[config.mk]
export PLATFORM = sky130hd
export DESIGN_NAME = lfc_ctrl
export DESIGN_NICKNAME = d
export VERILOG_FILES = /design/src/rtl/lfc_pkg.sv /design/src/rtl/lfc_ctrl.sv
export SDC_FILE = /design/constraint.sdc
export NUM_CORES = 1
export LEC_CHECK = 0
export ABC_AREA = 1
export ABC_CLOCK_PERIOD_IN_PS = 1600
export BUFFER_PORTS_ARGS = -buffer_cell sky130_fd_sc_hd__buf_2
export CELL_PAD_IN_SITES_DETAIL_PLACEMENT = 1
export CELL_PAD_IN_SITES_GLOBAL_PLACEMENT = 2
export CORE_MARGIN = 3
export CORE_UTILIZATION = 26
export CTS_CLUSTER_DIAMETER = 200
export CTS_CLUSTER_SIZE = 10
export DETAILED_ROUTE_END_ITERATION = 7
export HOLD_SLACK_MARGIN = 0.08
export PLACE_DENSITY = 0.85
export SLEW_MARGIN = 20
export SYNTH_ARGS = -nofsm -noshare
export SYNTH_HDL_FRONTEND = slang
export SYNTH_SLANG_ARGS = --single-unit
export TNS_END_PERCENT = 1
[constraint.sdc]
create_clock -name clk -period 1.6 [get_ports clk]
set_clock_uncertainty 0.2 [all_clocks]
set_input_delay 0.16 -clock clk [delete_from_list [all_inputs] [get_ports clk]]
set_output_delay 0.16 -clock clk [all_outputs]
set_load 0.01 [all_outputs]
[src/rtl/lfc_pkg.sv]
// ----------------------------------------------------------------------------
// lfc_pkg: shared types and constants of the line fit chi-square core
// Holds status codes, sequencer step codes, the controller/datapath command
// and status groups, and the saturation helper used by the datapath.
// ----------------------------------------------------------------------------
package lfc_pkg;

	localparam int DEF_MAX_POINTS = 1024;
	localparam int TWO_DOF        = 2;
	localparam int OP_W           = 64;   // operand width of the shared multiplier
	localparam int DIV_W          = 128;  // width of the shared divider

	typedef enum logic [2:0] {
		STAT_OK       = 3'd0,
		STAT_SINGULAR = 3'd1,
		STAT_ZERO_ERR = 3'd2,
		STAT_FEW      = 3'd3,
		STAT_OVERFLOW = 3'd4
	} lfc_status_t;

	typedef enum logic [3:0] {
		ST_M1     = 4'd0,   // n * Sxx
		ST_M2     = 4'd1,   // Sx * Sx
		ST_M3     = 4'd2,   // n * Sxy
		ST_M4     = 4'd3,   // Sx * Sy
		ST_M5     = 4'd4,   // Sxx * Sy
		ST_M6     = 4'd5,   // Sxy * Sx
		ST_EE     = 4'd6,   // e * e
		ST_RR     = 4'd7,   // r * r
		ST_DSLOPE = 4'd8,
		ST_DICEPT = 4'd9,
		ST_DTERM  = 4'd10,
		ST_DRED   = 4'd11
	} lfc_step_t;

	typedef struct packed {
		logic        load;
		logic        clr_work;
		logic        mul_start;
		logic        div_start;
		logic        capture;
		logic        rd;
		logic        pt_mul;
		logic        pt_fit;
		logic        idx_clr;
		logic        idx_inc;
		logic        result;
		logic        clear_set;
		lfc_step_t   step;
		lfc_status_t stat;
	} lfc_cmd_t;

	typedef struct packed {
		logic mul_done;
		logic div_done;
		logic overflow;
		logic few_points;
		logic d_nonpos;
		logic den_zero;
		logic last_idx;
	} lfc_sts_t;

	// Saturate a quotient magnitude with sign to the signed 32-bit range.
	function automatic logic [31:0] sat_s32(input logic [DIV_W-1:0] q, input logic neg);
		logic [31:0] r;
		if (!neg) begin
			r = (q > DIV_W'(32'h7FFF_FFFF)) ? 32'h7FFF_FFFF : q[31:0];
		end else begin
			r = (q > DIV_W'(32'h8000_0000)) ? 32'h8000_0000 : (~q[31:0] + 32'd1);
		end
		return r;
	endfunction

endpackage

[src/rtl/lfc_ctrl.sv]
// ----------------------------------------------------------------------------
// lfc_ctrl: sequencer of the line fit chi-square core
// Loads points, then walks the solve, the residual pass and the result.
// ----------------------------------------------------------------------------
module lfc_ctrl (
	input  logic              clk,
	input  logic              arst_n,
	input  logic              in_valid,
	input  logic              in_last,
	output logic              in_ready,
	input  logic              out_ready,
	output logic              out_valid,
	output lfc_pkg::lfc_cmd_t cmd,
	input  lfc_pkg::lfc_sts_t sts
);
	typedef enum logic [11:0] {
		S_IDLE     = 12'b0000_0000_0001,
		S_CHECK    = 12'b0000_0000_0010,
		S_TEST_D   = 12'b0000_0000_0100,
		S_MUL_GO   = 12'b0000_0000_1000,
		S_MUL_WAIT = 12'b0000_0001_0000,
		S_DIV_GO   = 12'b0000_0010_0000,
		S_DIV_WAIT = 12'b0000_0100_0000,
		S_RD       = 12'b0000_1000_0000,
		S_PT1      = 12'b0001_0000_0000,
		S_PT2      = 12'b0010_0000_0000,
		S_TEST_DEN = 12'b0100_0000_0000,
		S_RESULT   = 12'b1000_0000_0000
	} lfc_state_t;

	lfc_state_t           state_q, state_d;
	lfc_pkg::lfc_step_t   step_q, step_d;
	lfc_pkg::lfc_status_t stat_q, stat_d;
	logic                 out_valid_q;

	always_comb begin
		state_d  = state_q;
		step_d   = step_q;
		stat_d   = stat_q;
		cmd      = '0;
		cmd.step = step_q;
		cmd.stat = stat_q;
		unique case (state_q)
			S_IDLE: begin
				cmd.load = 1'b1;
				if (in_valid && in_last) begin
					state_d = S_CHECK;
				end
			end
			S_CHECK: begin
				cmd.clr_work = 1'b1;
				stat_d       = lfc_pkg::STAT_OK;
				if (sts.overflow) begin
					stat_d  = lfc_pkg::STAT_OVERFLOW;
					state_d = S_RESULT;
				end else if (sts.few_points) begin
					stat_d  = lfc_pkg::STAT_FEW;
					state_d = S_RESULT;
				end else begin
					step_d  = lfc_pkg::ST_M1;
					state_d = S_MUL_GO;
				end
			end
			S_TEST_D: begin
				if (sts.d_nonpos) begin
					stat_d  = lfc_pkg::STAT_SINGULAR;
					state_d = S_RESULT;
				end else begin
					step_d  = lfc_pkg::ST_M3;
					state_d = S_MUL_GO;
				end
			end
			S_MUL_GO: begin
				cmd.mul_start = 1'b1;
				state_d       = S_MUL_WAIT;
			end
			S_MUL_WAIT: begin
				if (sts.mul_done) begin
					cmd.capture = 1'b1;
					state_d     = S_MUL_GO;
					unique case (step_q)
						lfc_pkg::ST_M1: step_d = lfc_pkg::ST_M2;
						lfc_pkg::ST_M2: state_d = S_TEST_D;
						lfc_pkg::ST_M3: step_d = lfc_pkg::ST_M4;
						lfc_pkg::ST_M4: step_d = lfc_pkg::ST_M5;
						lfc_pkg::ST_M5: step_d = lfc_pkg::ST_M6;
						lfc_pkg::ST_M6: begin
							step_d  = lfc_pkg::ST_DSLOPE;
							state_d = S_DIV_GO;
						end
						lfc_pkg::ST_EE: state_d = S_TEST_DEN;
						lfc_pkg::ST_RR: begin
							step_d  = lfc_pkg::ST_DTERM;
							state_d = S_DIV_GO;
						end
						default: state_d = S_RESULT;
					endcase
				end
			end
			S_DIV_GO: begin
				cmd.div_start = 1'b1;
				state_d       = S_DIV_WAIT;
			end
			S_DIV_WAIT: begin
				if (sts.div_done) begin
					cmd.capture = 1'b1;
					unique case (step_q)
						lfc_pkg::ST_DSLOPE: begin
							step_d  = lfc_pkg::ST_DICEPT;
							state_d = S_DIV_GO;
						end
						lfc_pkg::ST_DICEPT: begin
							cmd.idx_clr = 1'b1;
							state_d     = S_RD;
						end
						lfc_pkg::ST_DTERM: begin
							if (sts.last_idx) begin
								step_d  = lfc_pkg::ST_DRED;
								state_d = S_DIV_GO;
							end else begin
								cmd.idx_inc = 1'b1;
								state_d     = S_RD;
							end
						end
						default: state_d = S_RESULT;
					endcase
				end
			end
			S_RD: begin
				cmd.rd  = 1'b1;
				state_d = S_PT1;
			end
			S_PT1: begin
				cmd.pt_mul = 1'b1;
				state_d    = S_PT2;
			end
			S_PT2: begin
				cmd.pt_fit = 1'b1;
				step_d     = lfc_pkg::ST_EE;
				state_d    = S_MUL_GO;
			end
			S_TEST_DEN: begin
				if (sts.den_zero) begin
					stat_d  = lfc_pkg::STAT_ZERO_ERR;
					state_d = S_RESULT;
				end else begin
					step_d  = lfc_pkg::ST_RR;
					state_d = S_MUL_GO;
				end
			end
			S_RESULT: begin
				if (!out_valid_q || out_ready) begin
					cmd.result    = 1'b1;
					cmd.clear_set = 1'b1;
					state_d       = S_IDLE;
				end
			end
			default: state_d = S_IDLE;
		endcase
	end

	always_ff @(posedge clk or negedge arst_n) begin
		if (!arst_n) begin
			state_q     <= S_IDLE;
			step_q      <= lfc_pkg::ST_M1;
			stat_q      <= lfc_pkg::STAT_OK;
			out_valid_q <= 1'b0;
		end else begin
			state_q <= state_d;
			step_q  <= step_d;
			stat_q  <= stat_d;
			if (cmd.result) begin
				out_valid_q <= 1'b1;
			end else if (out_ready) begin
				out_valid_q <= 1'b0;
			end
		end
	end

	assign in_ready  = state_q == S_IDLE;
	assign out_valid = out_valid_q;
endmodule

* After elaboration in Yosys (flattened, before gate mapping)
Cells that the tools add are included.
Cells by class: equality and inequality tests 35, mux-type cells 46, reduce and logical (&&, ||, !) cells 12
Operators by type and width (count):
- $pmux W12 S12 | 1
- $mux W12 | 8
- $pmux W12 S4 | 1
- $pmux W4 S6 | 2
- $pmux W12 S3 | 1
- $mux W4 | 7
- $ne A2 B2 Y1 const B | 9
- $eq A4 B3 Y1 const B | 4
- $mux W1 | 14
- $eq A12 B1 Y1 const B | 1
- $eq A12 B10 Y1 const B | 1
- $eq A12 B11 Y1 const B | 1
- $eq A12 B12 Y1 const B | 1
- $eq A12 B2 Y1 const B | 1
- $eq A12 B3 Y1 const B | 1
- $eq A12 B4 Y1 const B | 1
- $eq A12 B5 Y1 const B | 1
- $eq A12 B6 Y1 const B | 1
- $eq A12 B7 Y1 const B | 1
- $eq A12 B8 Y1 const B | 1
- $eq A12 B9 Y1 const B | 1
- $eq A4 B4 Y1 const B | 3
- $mux W2 | 5
- $reduce_and A10 Y1 | 1
- other kinds (22) | 25
Word-level totals: register bits 20, output and inout port bits 21, logic and storage cells 97

* Longest topological paths before layout
depth in word-level cells 5, gate-level depth with buffers 11

* Least setup slack after synthesis
OpenSTA, ideal clock, no wires.
path type register -> register, from register state_q[0], to register step_q[3], library setup time 118 ps, arrival time 1346 ps, required time 1282 ps, setup slack -64 ps, cell stages (with the launch flop) 12, path buffers 0, cells stage by stage dfstp_2 > nor2_4 > nand2_4 > inv_1 > nand2_2 > nor2_4 > nand3_1 > nand2_1 > nor2_4 > nand2_4 > nand2_1 > nand2_1
Between the ends: longest elaborated chain between the ends 3, elaborated cells on any way between the ends 18
Ends and longest elaborated chain:
- start: declaration | line lfc_ctrl.sv:31 | lfc_state_t state_q, state_d;
- start signal: assignment | line lfc_ctrl.sv:169 | state_q <= state_d;
- $eq A12 B5 Y1, or another cell as far along | line lfc_ctrl.sv:43 | unique case (state_q)
- $ne A7 B1 Y1 (no line), or another cell as far along
- $reduce_and A10 Y1 (no line)
- end signal: assignment | line lfc_ctrl.sv:165 | step_q <= lfc_pkg::ST_M1;
- end signal: assignment | line lfc_ctrl.sv:170 | step_q <= step_d;
- end: declaration | line lfc_ctrl.sv:32 | lfc_pkg::lfc_step_t step_q, step_d;
Several ways; a longest one is shown, not always the timed one. A chain may end at the register's enable or synchronous reset.

==> results.txt <==
* Least setup slack across all paths after layout: -436 ps
* Cell area after technology mapping: 1600 um^2
- Among cell families on the critical path, the largest total delay comes from simple AND/OR/NAND/NOR gates.
- Hold path startpoint: sts[5]
- Transition time at the pin with the least slew margin: just over 500 ps
- Number of antenna violations at the first check in global routing: 0
* Antenna cells: 0
- Once detailed placement completed, the half-perimeter wirelength came to 4.50 mm.
- For this run, the share of the core covered by cells in the final layout is 43.5%.
- Global routing consumed, on the met2 layer, 29.4% of the routing resources.
- Hold worst-path end: state_q[6]
- STA puts the critical path data required time at about 1200 ps.
- The first TritonRoute pass finished after 4 iterations.
* Total power density per cell area: 1090 nW/um^2
* Aggregate global routing overflow: 0
- CTS built an H-tree with a depth of 1.
* Final-stage net count: around 340
- The critical path is of the flop to output pin type.
- I/O pin total: 33
* Root Driver: sky130_fd_sc_hd__clkbuf_8
- Cells on worst reg2reg path: 12
- During synthesis, Yosys emitted a total of 0 warnings.
* Die area: roughly 7000 um^2
- The hold violation total from the final report was 0.
* Placer's final routability congestion estimate: 0.816
* Number of register bits inferred by synthesis: 20
- Global routing consumed, over all layers together, 15.8% of the routing resources.
- Using the TritonRoute via totals, the vias-per-cell ratio works out to approximately 4.6.
- Across the run, the number of max-cap violations was 0.
* Delay of the slowest cell on the worst path: 440 ps
- Max rail drop VDD: 0.471 mV
- In the global route stage, met3 resource usage came out at 2.45%.
- Each instance of the synthesized netlist takes up on average 6.65 um^2.
- Slowest CP cell: sky130_fd_sc_hd__dfrtp_1
- Die height: 84.4 um
- Buf+Inv Stages, Crit Path: 2
* Wirelength per Cell: 13.7 um
- Category of the worst setup path capture point: output pin
* Highest-count cells in the layout ignoring fill and taps: sky130_fd_sc_hd__nand2_1, sky130_fd_sc_hd__buf_4, sky130_fd_sc_hd__inv_1
- Maximum buffer depth of the clock tree: 2
- After synthesis, the cell types taking the most area are sky130_fd_sc_hd__dfrtp_1, sky130_fd_sc_hd__nand2_1, sky130_fd_sc_hd__inv_1.
- The synthesized netlist contains 25 unique library cells.
* Final design area excluding fillers: ~2500 um^2
- Number of global-route vias before repair: between 1,500 and 2,000
* CP Max Fanout: 8
- Internal reg-to-reg setup slack: -370 ps
- The final reports fail on setup timing.
- Clock tree synthesis found a total of 20 sinks.
- Worst-Skew Late Latency: approximately 260 ps
* Period minus WS final: ~2000 ps
- For the worst setup path, the data arrival time is 1680 ps.
* Clock transition time at the flip-flop clock pins of the worst setup and hold paths: 80 ps
- The worst setup path is launched from a flop.
* Cell row count: 27
- Counting instances, the worst hold path has a depth of 4.
* Static leakage: roughly 1.4 nW
- Of the post-synthesis cell area, the dominant cell type holds 29.8%.
- Layout cells sized above 1: 46.2%
- Traced cell by cell, the critical path runs through nor2_4 > nand2_4 > nor2_8 > nand3_4 > buf_6 > nor2_1 > buf_2.
- Leading cell type in the layout, fill and taps excluded: sky130_fd_sc_hd__nand2_1
- Die W: 84.4 um
- Top achievable clock speed: 491 MHz
- After technology mapping, the gate count stands at 240.
- Final slew viol count: 0
- The run finished, with violations left.
* Global-route wire length before repair: around 9.2 mm
- Most congested layer reported by global routing: met2
- Largest area contributor in the netlist: sky130_fd_sc_hd__dfrtp_1
* Placed cell area: 2160 um^2
- RSZ-0062 raised after global routing: true
- Entering global routing, the biggest net connects 21 pins.
- Area overhead of the layout relative to synthesis: 55.5%
* Number of design-rule violations left by the first detailed-router iteration: 45
- Detailed routing inserted a total of 1,845 vias.
* Post-route clock period utilization: 127%
* Clock buffers created by TritonCTS: 3
- Met1 global-route usage: 19.2%
- Critical register-to-register path startpoint: state_q[0]
- For this run, design rule violations remaining after detail routing come to 0.
- For this run, the register share of the synthesized area comes to a little under a third.
* Input/output buffers: 32
- The worst hold path belongs to the class input port to flop.
- Syn Nets: 252
- After floorplanning, the core was sized to cover 5710 um^2.
* Wire length after detailed routing: 5.53 mm
- Antenna violation net count after detailed routing: 0
* Slew margin rel.: approximately 66%
- TritonCTS clock tree: yes
- Reg-to-reg critical path endpoint: step_q[0]
- Once the floorplan was initialized, standard cells occupied 28.0% of the core.
* Setup-violating endpoint count in the final report: 28
==> per-stage QoR <==
| step | std cells | worst slack (ps) | power, mW | TNS (ps) | hold WS [ps] |
|---|---|---|---|---|---|
| 2_1_floorplan | 240 | -51.8 | 1.54 | -318 | -336 |
| 3_3_place_gp | 384 | -226 | 2.04 | -3380 | -54.5 |
| 3_5_place_dp | 384 | -267 | 2.08 | -4290 | -41.3 |
| 4_1_cts | 398 | -376 | 2.60 | -8560 | 28.8 |
| 5_1_grt | 403 | -512 | 2.93 | -11290 | 109 |
| 6_report | 403 | -436 | 2.71 | -8700 | 99.8 |
==> kinds of logic after synthesis <==
logic type	share of synthesized area, %
simple gates	53.4
compound gates	3.84
buf+inv	11.4
flops	31.4
==> power by group <==
group / switching, mW / internal (mW) / leakage [nW]
clock: 0.178 / 0.219 / 0.0288
sequential: 0.0815 / 0.606 / 0.266
combinational: 0.923 / 0.703 / 1.11
total: 1.18 / 1.53 / 1.41
==> layout make-up <==
class | instances | area (um^2)
multi-input combinational | 174 | 1030
sequential | 20 | 503
inverter | 43 | 166
timing repair buffer | 90 | 636
clock buffer | 4 | 55.1
fill | 754 | 3230
tap | 72 | 90.1
==> Yosys cell counts <==
master	number
sky130_fd_sc_hd__nor2_1	26
sky130_fd_sc_hd__o21ai_1	1
sky130_fd_sc_hd__nand2_4	4
sky130_fd_sc_hd__nor3_1	6
sky130_fd_sc_hd__nand2_2	7
sky130_fd_sc_hd__dfstp_2	1
sky130_fd_sc_hd__nor2_4	9
sky130_fd_sc_hd__o21ai_2	1
sky130_fd_sc_hd__nand4_1	4
sky130_fd_sc_hd__inv_2	6
sky130_fd_sc_hd__buf_4	2
sky130_fd_sc_hd__inv_1	37
sky130_fd_sc_hd__dfrtp_1	19
sky130_fd_sc_hd__nand3_2	2
sky130_fd_sc_hd__nand3b_1	3
sky130_fd_sc_hd__and3_1	1
sky130_fd_sc_hd__nor2_2	6
sky130_fd_sc_hd__o22ai_1	2
sky130_fd_sc_hd__nor4_1	2
sky130_fd_sc_hd__o21ai_0	3
sky130_fd_sc_hd__nand2_1	68
sky130_fd_sc_hd__nand3_1	23
sky130_fd_sc_hd__nor2_8	2
sky130_fd_sc_hd__buf_2	1
sky130_fd_sc_hd__a21oi_1	4
==> flip-flops by register name, summed over array words and instances, names as in the netlist <==
signal and count:
stat_q 3, out_valid 1, state_q 12, step_q 4
==> per-layer routing <==
| layer | wire [um] | part of all wire, % |
|---|---|---|
| met1 | 2370 | 43 |
| met2 | 2890 | 52 |
| met3 | 192 | 3.5 |
| met4 | 85 | 1.5 |
| met5 | 0 | 0 |
==> how the worst max path moves through the flow <==
stage / start / endpoint / depth (start not counted)
detailed placement: state_q[3] / stat_q[0] / 10
global placement: state_q[5] / step_q[0] / 10
finish: state_q[2] / cmd[9] / 7
CTS: state_q[3] / cmd[12] / 7
global route: state_q[2] / cmd[9] / 7
floorplan: state_q[0] / step_q[3] / 11
==> worst reg2reg max path, stage by stage (launching register included) <==
cell and delay [ps]:
sky130_fd_sc_hd__dfstp_2 580, sky130_fd_sc_hd__nor2_4 60, sky130_fd_sc_hd__nand2_4 140, sky130_fd_sc_hd__nor2_8 90, sky130_fd_sc_hd__buf_4 150, sky130_fd_sc_hd__nand3_4 70
sky130_fd_sc_hd__nand2_4 70, sky130_fd_sc_hd__inv_2 60, sky130_fd_sc_hd__nand2_2 50, sky130_fd_sc_hd__nor2_4 180, sky130_fd_sc_hd__nand2_4 90, sky130_fd_sc_hd__nand2_1 60
sky130_fd_sc_hd__nand2_1 50
==> what timing repair did <==
item | in CTS | in global routing
endpoints found under the setup margin | 28 | 28
hold endpoints to repair | 25 | 0
setup buffers | 5 | 5
gates resized for setup | 16 | 24
hold buffers | 5 | 0
pin swaps | 5 | 12
No activity file was read; power rests on OpenSTA's default activity.
